**src/design/cspu_pkg.sv**
```systemverilog
// ----------------------------------------------------------------------------
// cspu_pkg
// Shared types, constants and bit helpers for the CAN signal pack/unpack block.
// ----------------------------------------------------------------------------
`default_nettype none

package cspu_pkg;

  localparam int FrameBitsDef = 64;
  localparam int DivSteps     = 64;
  localparam logic [31:0] UnitScale = 32'h0001_0000;

  typedef enum logic [2:0] {
    CFG_START_BIT = 3'd0,
    CFG_LENGTH    = 3'd1,
    CFG_MOTOROLA  = 3'd2,
    CFG_SIGNED    = 3'd3,
    CFG_SCALE     = 3'd4,
    CFG_OFFSET    = 3'd5
  } cfg_idx_t;

  // Static signal description, driven from the configuration registers
  typedef struct packed {
    logic [5:0]  sig_start;
    logic [6:0]  sig_len;
    logic        motorola;
    logic        signed_sig;
    logic [31:0] smag;
    logic        sneg;
    logic [63:0] offset;
  } cspu_cfg_t;

  // Item state handed from one divider cell to the next
  typedef struct packed {
    logic        valid;
    logic        mode;
    logic        dneg;
    logic [63:0] frame;
    logic [63:0] phys;
    logic [31:0] rem;
    logic [63:0] dq;
  } cspu_cell_t;

  // Reverse the bit order inside every byte (Motorola bit sequence <-> frame)
  function automatic logic [63:0] byte_rev(input logic [63:0] v);
    logic [63:0] r;
    for (int b = 0; b < 8; b++) begin
      for (int i = 0; i < 8; i++) begin
        r[b*8 + i] = v[b*8 + 7 - i];
      end
    end
    return r;
  endfunction

  function automatic logic [63:0] bit_rev(input logic [63:0] v);
    logic [63:0] r;
    for (int i = 0; i < 64; i++) begin
      r[i] = v[63 - i];
    end
    return r;
  endfunction

  function automatic logic [63:0] len_mask(input logic [6:0] len);
    return ~({64{1'b1}} << len);
  endfunction

endpackage

`default_nettype wire

```
**src/design/cspu_cell.sv**
```systemverilog
// ----------------------------------------------------------------------------
// cspu_cell
// One restoring division step: one quotient bit per cell, item passed on.
// ----------------------------------------------------------------------------
`default_nettype none

module cspu_cell
  import cspu_pkg::*;
(
  input  wire logic        clk,
  input  wire logic        rst,
  input  wire logic        en,
  input  wire logic [31:0] smag,
  input  wire cspu_cell_t  c_in,
  output cspu_cell_t       c_out
);

  logic [32:0] rem2;
  logic        ge;
  logic [32:0] diff;

  always_comb begin
    rem2 = {c_in.rem, c_in.dq[63]};
    ge   = rem2 >= {1'b0, smag};
    diff = rem2 - {1'b0, smag};
  end

  always_ff @(posedge clk) begin
    if (rst) begin
      c_out.valid <= 1'b0;
    end else if (en) begin
      c_out.valid <= c_in.valid;
      c_out.mode  <= c_in.mode;
      c_out.dneg  <= c_in.dneg;
      c_out.frame <= c_in.frame;
      c_out.phys  <= c_in.phys;
      c_out.rem   <= ge ? diff[31:0] : rem2[31:0];
      c_out.dq    <= {c_in.dq[62:0], ge};
    end
  end

endmodule

`default_nettype wire

```
**config.mk**
```make
export PLATFORM = sky130hd
export DESIGN_NAME = cspu_cell
export DESIGN_NICKNAME = d
export VERILOG_FILES = /design/src/design/cspu_pkg.sv /design/src/design/cspu_cell.sv
export SDC_FILE = /design/constraint.sdc
export NUM_CORES = 1
export LEC_CHECK = 0
export BUFFER_PORTS_ARGS = -buffer_cell sky130_fd_sc_hd__buf_2
export CORE_AREA = 3 3 188 190
export CTS_CLUSTER_DIAMETER = 200
export DETAILED_ROUTE_END_ITERATION = 16
export DIE_AREA = 0 0 191 193
export GPL_TIMING_DRIVEN = 0
export HOLD_SLACK_MARGIN = 0.1
export PLACE_DENSITY_LB_ADDON = 0.05
export SLEW_MARGIN = 5
export SYNTH_ARGS = -nofsm -noshare
export SYNTH_HDL_FRONTEND = slang
export SYNTH_SLANG_ARGS = --single-unit
```
**constraint.sdc**
```tcl
create_clock -name clk -period 14.58 [get_ports clk]
set_input_delay 3.645 -clock clk [delete_from_list [all_inputs] [get_ports clk]]
set_output_delay 3.645 -clock clk [all_outputs]
set_load 0.02 [all_outputs]
```
==> impl_results.md <==
* Count of final setup violators at 0
* FFs w/ async S/R, synth at 0%
* Max Cap Violations at 0
* Most used DFF post-synth: edfxtp_1
* Setup_tns at 0 ns
* Clock power frac at roughly 39%
* Net switching power figure at around 440 uW
* Final Critical Period at 6.12 ns
* Initial DRC count at roughly 290
* Most instantiated library cell after synthesis: edfxtp_1
* Clock-pin slew on the worst setup and hold paths at about 0.060 ns
* Layout Skew at 0 ns
* Die W at about 190 um
* # IOs at around 490
* Antenna violations before repair at 12
* Hold Path Class: flop to flop
* Post-synth EDFFs at 226
* Routed Antenna Nets at 0
* Syn nets at ~880
* Count of pins over their slew limit at 0
* Post-synth cell types at 50
* Number of setup buffers added after CTS at 0
* Vias per cell at around 4.2
* Worst Tran Pin Value at 0.829 ns
* Layout Cells excl Fill at 1587
* Syn_area_per_cell at around 16 um^2
* Post-Layout Inst Area at roughly 13000 um^2
* Startpoint types: primary input
* Top cells by area, synth: edfxtp_1 74%, ha_1 4.4%, a21oi_1 3.0%
* Synth area leader: edfxtp_1
* RSZ-0062 raised after global routing: no
* FF+latch count, synth at about 230
* Total CTS buffers at 27
* Worst EP arrival at ~6.4 ns
* Critical Path End Type: flop
* Final hold vios at 0
* Clk buf depth at 3
* Most frequent cells after synthesis: 226 x edfxtp_1, 54 x a21oi_1, 46 x inv_1
* Htree depth at 1
* Core Area at ~34000 um^2
* First-pass GRT wire length at roughly 43 mm
* # nets final at ~1400
* Gr usage total at approximately 16%
* Number of global-route vias before repair at ~6600
* Placed inst area at approximately 12000 um^2
* Worst path required time at approximately 15 ns
* Global route total overflow at 0
* Hold-critical path depth at 2
* Clock Latency Late Sink at ~0.50 ns
* CP Class: primary input to flop
* Total placed cells including tap cells at ~1500
* Layout cell share with drive strength beyond 1 at 49.5%
* Static Leakage at between 0.005 and 0.006 uW
* Int Pwr at between 1000 and 1500 uW
* Most flop-heavy register: c_out
* Root Driver: clkbuf_16
* Die Span Y at between 150 and 200 um
* Worst IR Drop VDD at about 0.000073 V
* Crit Path Max Fanout at 7
* CTS tree: yes
* CTS sink cnt at between 200 and 250
* YS warnings at 0
* Max Fclk at 0.163 GHz
* Combinational Power Share at around 16%
* Resize count post-CTS at 0
* Synth-to-layout area growth at 44.6%
* Cts hold-fix bufs at 0
* Max reg flops at between 200 and 250
* Reg power frac at 44.9%
* Full die area at 36900 um^2
* Mapped Cells at 589
* Area share of the largest cell type after synthesis at roughly three quarters
* R2r worst-path depth at 2
* PortBufs at 488
* DR vias at 6639
* Avg WL per Cell at 19.6 um
* Fin util at between 30% and 40%
* Sw Share at 25.2%
* Gpl congestion at around 0.76
* Pwr per Cell Area at 132 nW/um^2
* Dpl hpwl at 25.6 mm
* Sequential-to-total area share from yosys stat at 74.4%
* Detailed Route WL at slightly above 30 mm
* Slew headroom at between 40 and 50%
* Min Hold Slack at between 0.4 and 0.5 ns
* Initial core utilization at about 27%
* DRC viols at 0
* Status: finished, final reports clean
* Top flop regs: c_out x227
* Drt pass-1 iters at 4
* Rows at 67
* Post-Synthesis Cell Area at between 9000 and 10000 um^2
* Pin count of the biggest net entering global routing at 33
* Tcrit/Tclk final at between 40% and 50%
==> worst max-delay path, cell delays in order <==
cell       delay (ns)
buf_2            0.08
inv_1            0.03
ha_1             0.27
clkbuf_1         0.19
a21oi_1          0.20
o21ai_1          0.12
a2111oi_0        0.34
nor2_1           0.20
a2111oi_0        0.67
o31ai_1          0.18
xor2_1           0.17
mux2_4           0.26
==> cells by family (layout without fill, tap and decap cells) <==
logic type,count (synthesis),after routing,share of synthesized area [%]
mux,11,11,1.64
flops,227,227,74.4
fa+ha+maj,33,33,4.59
xor+xnor,26,26,2.49
buf+inv,63,608,3.10
other cells,0,5,0
compound gates,120,120,8.00
simple gates,109,109,5.82
==> area by class of cell <==
| class | count | area [um^2] |
|---|---|---|
| Tap cell | 448 | 561 |
| Antenna cell | 5 | 12.5 |
| Sequential cell | 227 | 6810 |
| Clock inverter | 10 | 154 |
| Fill cell | 3347 | 20400 |
| Inverter | 46 | 173 |
| Clock buffer | 39 | 741 |
| Buffer | 17 | 111 |
| Timing Repair Buffer | 496 | 2610 |
| Multi-Input combinational cell | 299 | 2070 |
==> power by group through the flow <==
stage                     clock (uW)  combinational (uW)  sequential, uW
after floorplan                    0                 104             874
after global placement             0                 288             814
after detailed placement           0                 293             799
after CTS                        702                 295             786
after global routing             734                 316             789
final                            677                 288             785
==> final timing paths <==
| check | startpoint | slack [ns] | end |
|---|---|---|---|
| setup / recovery | smag[6] | 8.46 | c_out[95] |
| hold / removal | c_out[226] | 0.49 | c_out[226] |
| hold reg to reg | c_out[226] | 0.49 | c_out[226] |
| setup reg to reg | c_out[226] | 14.01 | c_out[226] |
==> cell usage in the layout (no fill, tap or decap), types with 5 or more instances in the layout <==
cell type	synthesis	final
a21o_1	8	8
a21oi_1	54	54
buf_12	0	7
buf_2	5	493
buf_6	5	5
clkbuf_1	6	16
clkbuf_16	0	27
clkinv_2	0	5
diode_2	0	5
edfxtp_1	226	226
ha_1	32	32
inv_1	46	46
mux2_4	8	8
nand2_1	24	24
nand2b_1	7	7
nand3_1	8	8
nand4_1	8	8
nor2_1	38	38
o21a_1	6	6
o21ai_0	17	17
o21bai_1	5	5
o31ai_1	7	7
xnor2_1	16	16
xor2_1	10	10
==> routing by layer <==
metal	vias to the layer above	global-route usage, %	part of all wire, %
met5	-	0	0.32
met4	14	4.09	2.0
met3	49	4.68	7.9
met2	235	29.8	54
met1	3076	16.9	36
li1	3265	-	-
==> per-stage QoR <==
stage,power [uW],setup WS [ns]
after global placement,1100,-5.19
after CTS,1780,8.46
after floorplan,978,0.0902
after detailed placement,1090,7.91
after global routing,1840,8.18
final,1750,8.46
Power figures use the tool's default switching activity.
