==> src/design/cspu_pkg.sv <==
// ----------------------------------------------------------------------------
// cspu_pkg
// Shared types, constants and bit helpers for the CAN signal pack/unpack block.
// ----------------------------------------------------------------------------
`default_nettype none

package cspu_pkg;

  localparam int FrameBitsDef = 64;
  localparam int DivSteps     = 64;
  localparam logic [31:0] UnitScale = 32'h0001_0000;

  typedef enum logic [2:0] {
    CFG_START_BIT = 3'd0,
    CFG_LENGTH    = 3'd1,
    CFG_MOTOROLA  = 3'd2,
    CFG_SIGNED    = 3'd3,
    CFG_SCALE     = 3'd4,
    CFG_OFFSET    = 3'd5
  } cfg_idx_t;

  // Static signal description, driven from the configuration registers
  typedef struct packed {
    logic [5:0]  sig_start;
    logic [6:0]  sig_len;
    logic        motorola;
    logic        signed_sig;
    logic [31:0] smag;
    logic        sneg;
    logic [63:0] offset;
  } cspu_cfg_t;

  // Item state handed from one divider cell to the next
  typedef struct packed {
    logic        valid;
    logic        mode;
    logic        dneg;
    logic [63:0] frame;
    logic [63:0] phys;
    logic [31:0] rem;
    logic [63:0] dq;
  } cspu_cell_t;

  // Reverse the bit order inside every byte (Motorola bit sequence <-> frame)
  function automatic logic [63:0] byte_rev(input logic [63:0] v);
    logic [63:0] r;
    for (int b = 0; b < 8; b++) begin
      for (int i = 0; i < 8; i++) begin
        r[b*8 + i] = v[b*8 + 7 - i];
      end
    end
    return r;
  endfunction

  function automatic logic [63:0] bit_rev(input logic [63:0] v);
    logic [63:0] r;
    for (int i = 0; i < 64; i++) begin
      r[i] = v[63 - i];
    end
    return r;
  endfunction

  function automatic logic [63:0] len_mask(input logic [6:0] len);
    return ~({64{1'b1}} << len);
  endfunction

endpackage

`default_nettype wire

==> src/design/cspu_back.sv <==
// ----------------------------------------------------------------------------
// cspu_back
// Rounding, range clamp, field insertion and the output register.
// ----------------------------------------------------------------------------
`default_nettype none

module cspu_back
  import cspu_pkg::*;
#(
  parameter int FRAME_BITS = FrameBitsDef
) (
  input  wire logic        clk,
  input  wire logic        rst,
  input  wire logic        en,
  input  wire cspu_cfg_t   cfg,
  input  wire cspu_cell_t  c_in,
  output logic             out_valid,
  output logic [63:0]      physical_out,
  output logic [63:0]      frame_out,
  output logic             ok
);

  localparam int VisBits = (FRAME_BITS < 64) ? FRAME_BITS : 64;
  localparam logic [63:0] VisMask = ~({64{1'b1}} << VisBits);

  logic        v1, mode1;
  logic [63:0] frame1, phys1, val1;

  logic [63:0] q, maxn, maxp, val, lmask;
  logic        neg, len_ok;
  logic [63:0] new_intel, seq_frame, tv, seq_new, new_moto, new_frame;
  logic [5:0]  seq0;

  always_comb begin
    lmask = len_mask(cfg.sig_len);
    q = c_in.dq;
    if ({c_in.rem, 1'b0} >= {1'b0, cfg.smag}) begin
      q = c_in.dq + 64'd1;
    end
    neg = (c_in.dneg != cfg.sneg) && (q != 64'd0);
    if (cfg.signed_sig) begin
      maxn = 64'd1 << (cfg.sig_len - 7'd1);
      maxp = maxn - 64'd1;
    end else begin
      maxn = 64'd0;
      maxp = (cfg.sig_len >= 7'd64) ? 64'h7FFF_FFFF_FFFF_FFFF : lmask;
    end
    if (neg) begin
      val = 64'd0 - ((q > maxn) ? maxn : q);
    end else begin
      val = (q > maxp) ? maxp : q;
    end
    val = val & lmask;

    // insert into the frame
    new_intel = (frame1 & ~(lmask << cfg.sig_start)) | ((val1 & lmask) << cfg.sig_start);
    seq0      = {cfg.sig_start[5:3], ~cfg.sig_start[2:0]};
    seq_frame = byte_rev(frame1);
    tv        = bit_rev(val1 << (7'd64 - cfg.sig_len));
    seq_new   = (seq_frame & ~(lmask << seq0)) | ((tv & lmask) << seq0);
    new_moto  = byte_rev(seq_new);
    new_frame = cfg.motorola ? new_moto : new_intel;
    len_ok    = (cfg.sig_len != 7'd0) && (cfg.sig_len <= 7'd64);
  end

  always_ff @(posedge clk) begin
    if (rst) begin
      v1        <= 1'b0;
      out_valid <= 1'b0;
    end else if (en) begin
      v1        <= c_in.valid;
      out_valid <= v1;
    end
  end

  always_ff @(posedge clk) begin
    if (en) begin
      mode1  <= c_in.mode;
      frame1 <= c_in.frame;
      phys1  <= c_in.phys;
      val1   <= val;

      ok <= len_ok;
      if (!len_ok) begin
        physical_out <= 64'd0;
        frame_out    <= frame1;
      end else if (!mode1) begin
        physical_out <= phys1;
        frame_out    <= frame1;
      end else begin
        physical_out <= 64'd0;
        frame_out    <= (new_frame & VisMask) | (frame1 & ~VisMask);
      end
    end
  end

endmodule

`default_nettype wire

==> config.mk <==
export PLATFORM = sky130hd
export DESIGN_NAME = cspu_back
export DESIGN_NICKNAME = d
export VERILOG_FILES = /design/src/design/cspu_pkg.sv /design/src/design/cspu_back.sv
export SDC_FILE = /design/constraint.sdc
export NUM_CORES = 2
export LEC_CHECK = 0
export ABC_AREA = 1
export BUFFER_PORTS_ARGS = -buffer_cell sky130_fd_sc_hd__buf_2
export CELL_PAD_IN_SITES_DETAIL_PLACEMENT = 1
export CELL_PAD_IN_SITES_GLOBAL_PLACEMENT = 1
export CORE_ASPECT_RATIO = 1.4
export CORE_MARGIN = 1.5
export CORE_UTILIZATION = 41
export DETAILED_ROUTE_END_ITERATION = 8
export PLACE_DENSITY = 0.8
export SKIP_LAST_GASP = 1
export SLEW_MARGIN = 20
export SYNTH_ARGS = -nofsm -noshare
export SYNTH_HDL_FRONTEND = slang
export SYNTH_SLANG_ARGS = --single-unit
==> constraint.sdc <==
create_clock -name clk -period 6.9 [get_ports clk]
set_input_delay 0.69 -clock clk [delete_from_list [all_inputs] [get_ports clk]]
set_output_delay 0.69 -clock clk [all_outputs]
set_load 0.05 [all_outputs]
==> impl_metrics.ini, run 1 <==
[global_route]
grt_pass1_wl_mm = 472.4
grt_pass1_vias = 69950
track_usage = 0.5563
overflow = 3
grt_max_degree = 187

[placed_design]
place_hpwl_mm = 251.0
dpl_cell_area_um2 = 55930
gp_congestion = 1.151
port_buffers = 407
pre_cts_ws_ns = -0.8071
dp.cells = 10510

[synthesis]
syn-cell-area_um2 = 46600
synthMuxAreaShare = 0.02086
synth.top_cells.by_area = edfxtp_1, nand2_1, o21ai_0, nand3_1, nor2_1
yosys_warnings = 0
ys_ff_latch = 324
ys_seq_area_frac = 0.2083
synth-adder-area-share = 0.04510
synthesis.nets = 8686
netlist.area_leader.share = 0.2075
ys.flop_type = edfxtp_1
async_flop_share = 0
syn_inst = 8176
synth-simple-area-share = 0.4133
yosysTopAreaCell = edfxtp_1
yosys.area_share.xor_xnor = 0.01431
synth.avg_cell_area_um2 = 5.700
synth_compound_area_frac = 0.1873
ys_types = 75
synth_top_family_by_area = simple AND/OR/NAND/NOR gates
synth-edff-count = 322

[status]
status = did not finish
toolErrorMsg = [ERROR GRT-0116] Global routing finished with congestion. Check the congestion regions in the DRC Viewer.
lastStage = 5_1_grt

[floorplan]
die_x_um = 287.9
ioPinCount = 472
dieHeight_um = 401.9
start_util = 0.4128
floorplan.rows = 146

[clock_tree]
root_buffer = clkbuf_16
cts_inserted_buffers = 31
clock-sinks = 324
clockBufferDepth = 3
hold_buffers = 0
h-tree-depth = 1
-- per-stage QoR --
step | utilization | TNS, ns
2_1_floorplan | - | 0
3_3_place_gp | 0.4954 | -18.51
3_5_place_dp | 0.4954 | -30.29
4_1_cts | 0.5043 | 0
-- synthesized netlist by cell type, types with 12 or more instances --
cell,instances
nand2_1,2557
o21ai_0,947
nor2_1,884
inv_1,821
nand3_1,816
edfxtp_1,322
clkbuf_1,252
a21oi_1,234
ha_1,168
buf_1,156
o211ai_1,140
mux2i_1,96
nand4_1,90
nor3_1,80
o22ai_1,69
xor2_1,65
a31oi_1,64
buf_2,53
or2_2,46
nand3b_1,27
o21ai_1,25
inv_2,23
nor4_1,22
a211oi_1,21
nor2_2,19
nand2_2,18
o221ai_1,13
clkinv_1,12
-- cells by family after synthesis --
family,after synthesis
buffers and inverters,1334
DFF,324
and+or+nand+nor,4603
muxes,97
AOI/OAI and AO/OA,1576
adders and majority gates,168
xor gates and xnor gates,74
-- timing repair --
action / 4_1_cts
setup endpoints to repair: 9
pin swaps: 1
setup buffers: 1
cloned: 0
gates resized for setup: 1
-- metal layers --
layer | track usage | GRT overflow
met1 | 0.5422 | 0
met2 | 0.8626 | 2
met3 | 0.1917 | 0
met4 | 0.6373 | 1
met5 | 0 | 0
==> inputs of run 2 (changes only) <==
--- a/config.mk
+++ b/config.mk
@@ -7,13 +7,10 @@
 export LEC_CHECK = 0
 export ABC_AREA = 1
 export BUFFER_PORTS_ARGS = -buffer_cell sky130_fd_sc_hd__buf_2
-export CELL_PAD_IN_SITES_DETAIL_PLACEMENT = 1
-export CELL_PAD_IN_SITES_GLOBAL_PLACEMENT = 1
-export CORE_ASPECT_RATIO = 1.4
 export CORE_MARGIN = 1.5
-export CORE_UTILIZATION = 41
+export CORE_UTILIZATION = 26
 export DETAILED_ROUTE_END_ITERATION = 8
-export PLACE_DENSITY = 0.8
+export PLACE_DENSITY_LB_ADDON = 0.15
 export SKIP_LAST_GASP = 1
 export SLEW_MARGIN = 20
 export SYNTH_ARGS = -nofsm -noshare
==> run 2 against run 1 <==
The flow now finishes without violations. Synthesized area is the same. Synthesized cell count is the same.
==> impl_metrics.ini, run 2 <==
[setup_path]
crit_slowest_cell = ha_1
critical_path.max_stage_delay_ns = 0.31
critPathRequiredTime_ns = 7.32
worst-setup-path-type = input port to flip-flop
critPathLaunch = cfg[100]
worst-r2r-cell-count = 21
cp_common_cell = buf_4
cp-start-kind = input port
path_max_fanout = 12
rr_startpoint = val1[0]
cp.arrival_ns = 6.98
end_kind = flip-flop

[sta]
slew_headroom = 0.2036
final-hold-violation-count = 0
fmax_ghz = 0.1524
fin_ws_ns = 0.3366
finalCritPeriodShare = 0.9512
finalSetupViolCount = 0
finalClockSkew_ns = 0.1068
rsz0062_at_grt = yes
min_period_ns = 6.563
tightest_slew_ns = 1.187
maxSlewViolCount = 0

[global_route]
busiest_layer = met2
met2_usage = 0.4826
grt.met1_usage = 0.3904
antenna_found_initial = 9
grt_max_degree = 146
grt_pass1_wl_mm = 401.8
grt_pass1_vias = 56520
overflow = 0
use_met3 = 0.03319
track_usage = 0.3046

[synthesis]
ys_ff_latch = 324
synth.top_cells.by_area = edfxtp_1, nand2_1, o21ai_0, nand3_1, nor2_1
syn_inst = 8176
synth_most_common_cell = nand2_1
synth.avg_cell_area_um2 = 5.700
synthesis.nets = 8686
synth-edff-count = 322
yosys_warnings = 0
yosysTopAreaCell = edfxtp_1
ys_seq_area_frac = 0.2083
async_flop_share = 0
ys.flop_type = edfxtp_1
syn-cell-area_um2 = 46600
netlist.area_leader.share = 0.2075
ys_types = 75
synthTopCellsByCount = nand2_1, o21ai_0, nor2_1, inv_1, nand3_1

[detailed_routing]
drc_errors = 0
wl_per_cell_um = 24.93
vias_per_cell = 5.241
vias = 60400
drtAntennaViolNets = 0
drt_wl_total_mm = 287.2
drt-pass1-iter-count = 6
drt-initial-drc-count = 6675

[floorplan]
core_area_um2 = 178200
ioPinCount = 472
floorplan.rows = 155
start_util = 0.2615
dieHeight_um = 426.4
dieArea_um2 = 181800
die_x_um = 426.4

[clock_tree]
clk_pin_slew_ns = 0.06
insertion_delay_ns = 0.73
root_buffer = clkbuf_16
post_cts.repair.setup_buffers = 0
cts_tree = yes
clock-sinks = 324
hold_buffers = 0
clockBufferDepth = 3
cts_inserted_buffers = 41
h-tree-depth = 2

[job]
maxCapViolCount = 0

[cells_and_area]
final_cell_mix = nand2_1, buf_4, o21ai_0
mostFrequentLayoutCell = nand2_1
finalNetCount = 9646
syn_to_final_growth_pct = 26.69
drive_gt1_frac = 0.1775
fillers = 20250

[worst_hold_path]
holdPathStages = 1
hp-class = input port to flip-flop
hold_path.startpoint = c_in[190]

[placed_design]
port_buffers = 407
pre_cts_ws_ns = -0.7268
gp_congestion = 1.061
place_hpwl_mm = 239.5

[power]
ir_worst_vdd_mv = 0.2135
leakagePower_uw = 0.02888
power.density_nw_per_um2 = 178.2
total_power_uw = 10520

[status]
status = complete, no violations
-- run 2: cell counts after synthesis --
Identical to the previous run, type by type.
-- run 2: routing by layer --
metal	share of wire	up-vias
met5	0.000097	-
met1	0.41	28170
met4	0.077	4
met2	0.44	2639
met3	0.065	540
li1	-	29050
-- run 2: area by class of cell --
type,count,area [um2],area share
Antenna cell,3,7.507,0.0001272
Clock buffer,53,1121,0.01899
Clock inverter,20,282.8,0.004789
Inverter,856,3241,0.05489
Multi-Input combinational cell,6518,31850,0.5394
Sequential cell,324,9709,0.1644
Tap cell,2355,2947,0.04991
Timing Repair Buffer,1395,9887,0.1675
-- run 2: through the flow --
stage | cell area [um2] | utilization | hold slack, ns | TNS, ns | cells
after floorplan | 46600 | - | 0.4303 | 0 | 8176
after global placement | 57550 | 0.3229 | 0.4356 | -29.65 | 11450
after detailed placement | 57550 | 0.3229 | 0.4546 | -28.53 | 11450
after CTS | 58960 | 0.3308 | 0.1450 | 0 | 11520
after global routing | 59040 | 0.3312 | 0.1789 | -0.1002 | 11520
final | 59040 | 0.3313 | 0.1676 | 0 | 11520
-- run 2: worst paths after layout --
check	endpoint	slack (ns)
worst max-delay path	val1[16]	0.34
worst min-delay path	frame1[30]	0.17
worst max register to register	frame_out[41]	2.00
worst min register to register	out_valid	0.46
-- run 2: cell families (layout without fill, tap and decap cells) --
kind of cell / count (synthesis) / in the layout / synth area share
AND/OR/NAND/NOR: 4603 / 4603 / 0.4133
AO/OA/AOI/OAI: 1576 / 1576 / 0.1873
buffers and inverters: 1334 / 2324 / 0.1107
flip-flops: 324 / 324 / 0.2083
adder cells (fa/ha/maj): 168 / 168 / 0.04510
multiplexers: 97 / 97 / 0.02086
XOR/XNOR: 74 / 74 / 0.01431
other: 0 / 3 / 0
-- run 2: power breakdown --
part	switching, uW	leakage, uW	internal [uW]	total [uW]
registers	183	0.00322	2410	2600
clock network	1040	0.000680	1340	2380
logic	3780	0.0250	1760	5540
total	5000	0.0289	5520	10500
-- run 2: timing repair --
action                     CTS  global route
gates resized for setup      3            22
setup endpoints to repair    2            63
pin swaps                    0             3
-- run 2: critical path: cells and delay by family --
family | cells | cell delay (ns)
buffers and inverters | 19 | 2.71
and+or+nand+nor | 21 | 2.69
adders and majority gates | 2 | 0.59
xor gates and xnor gates | 1 | 0.30
(Power assumes the default switching activity.)
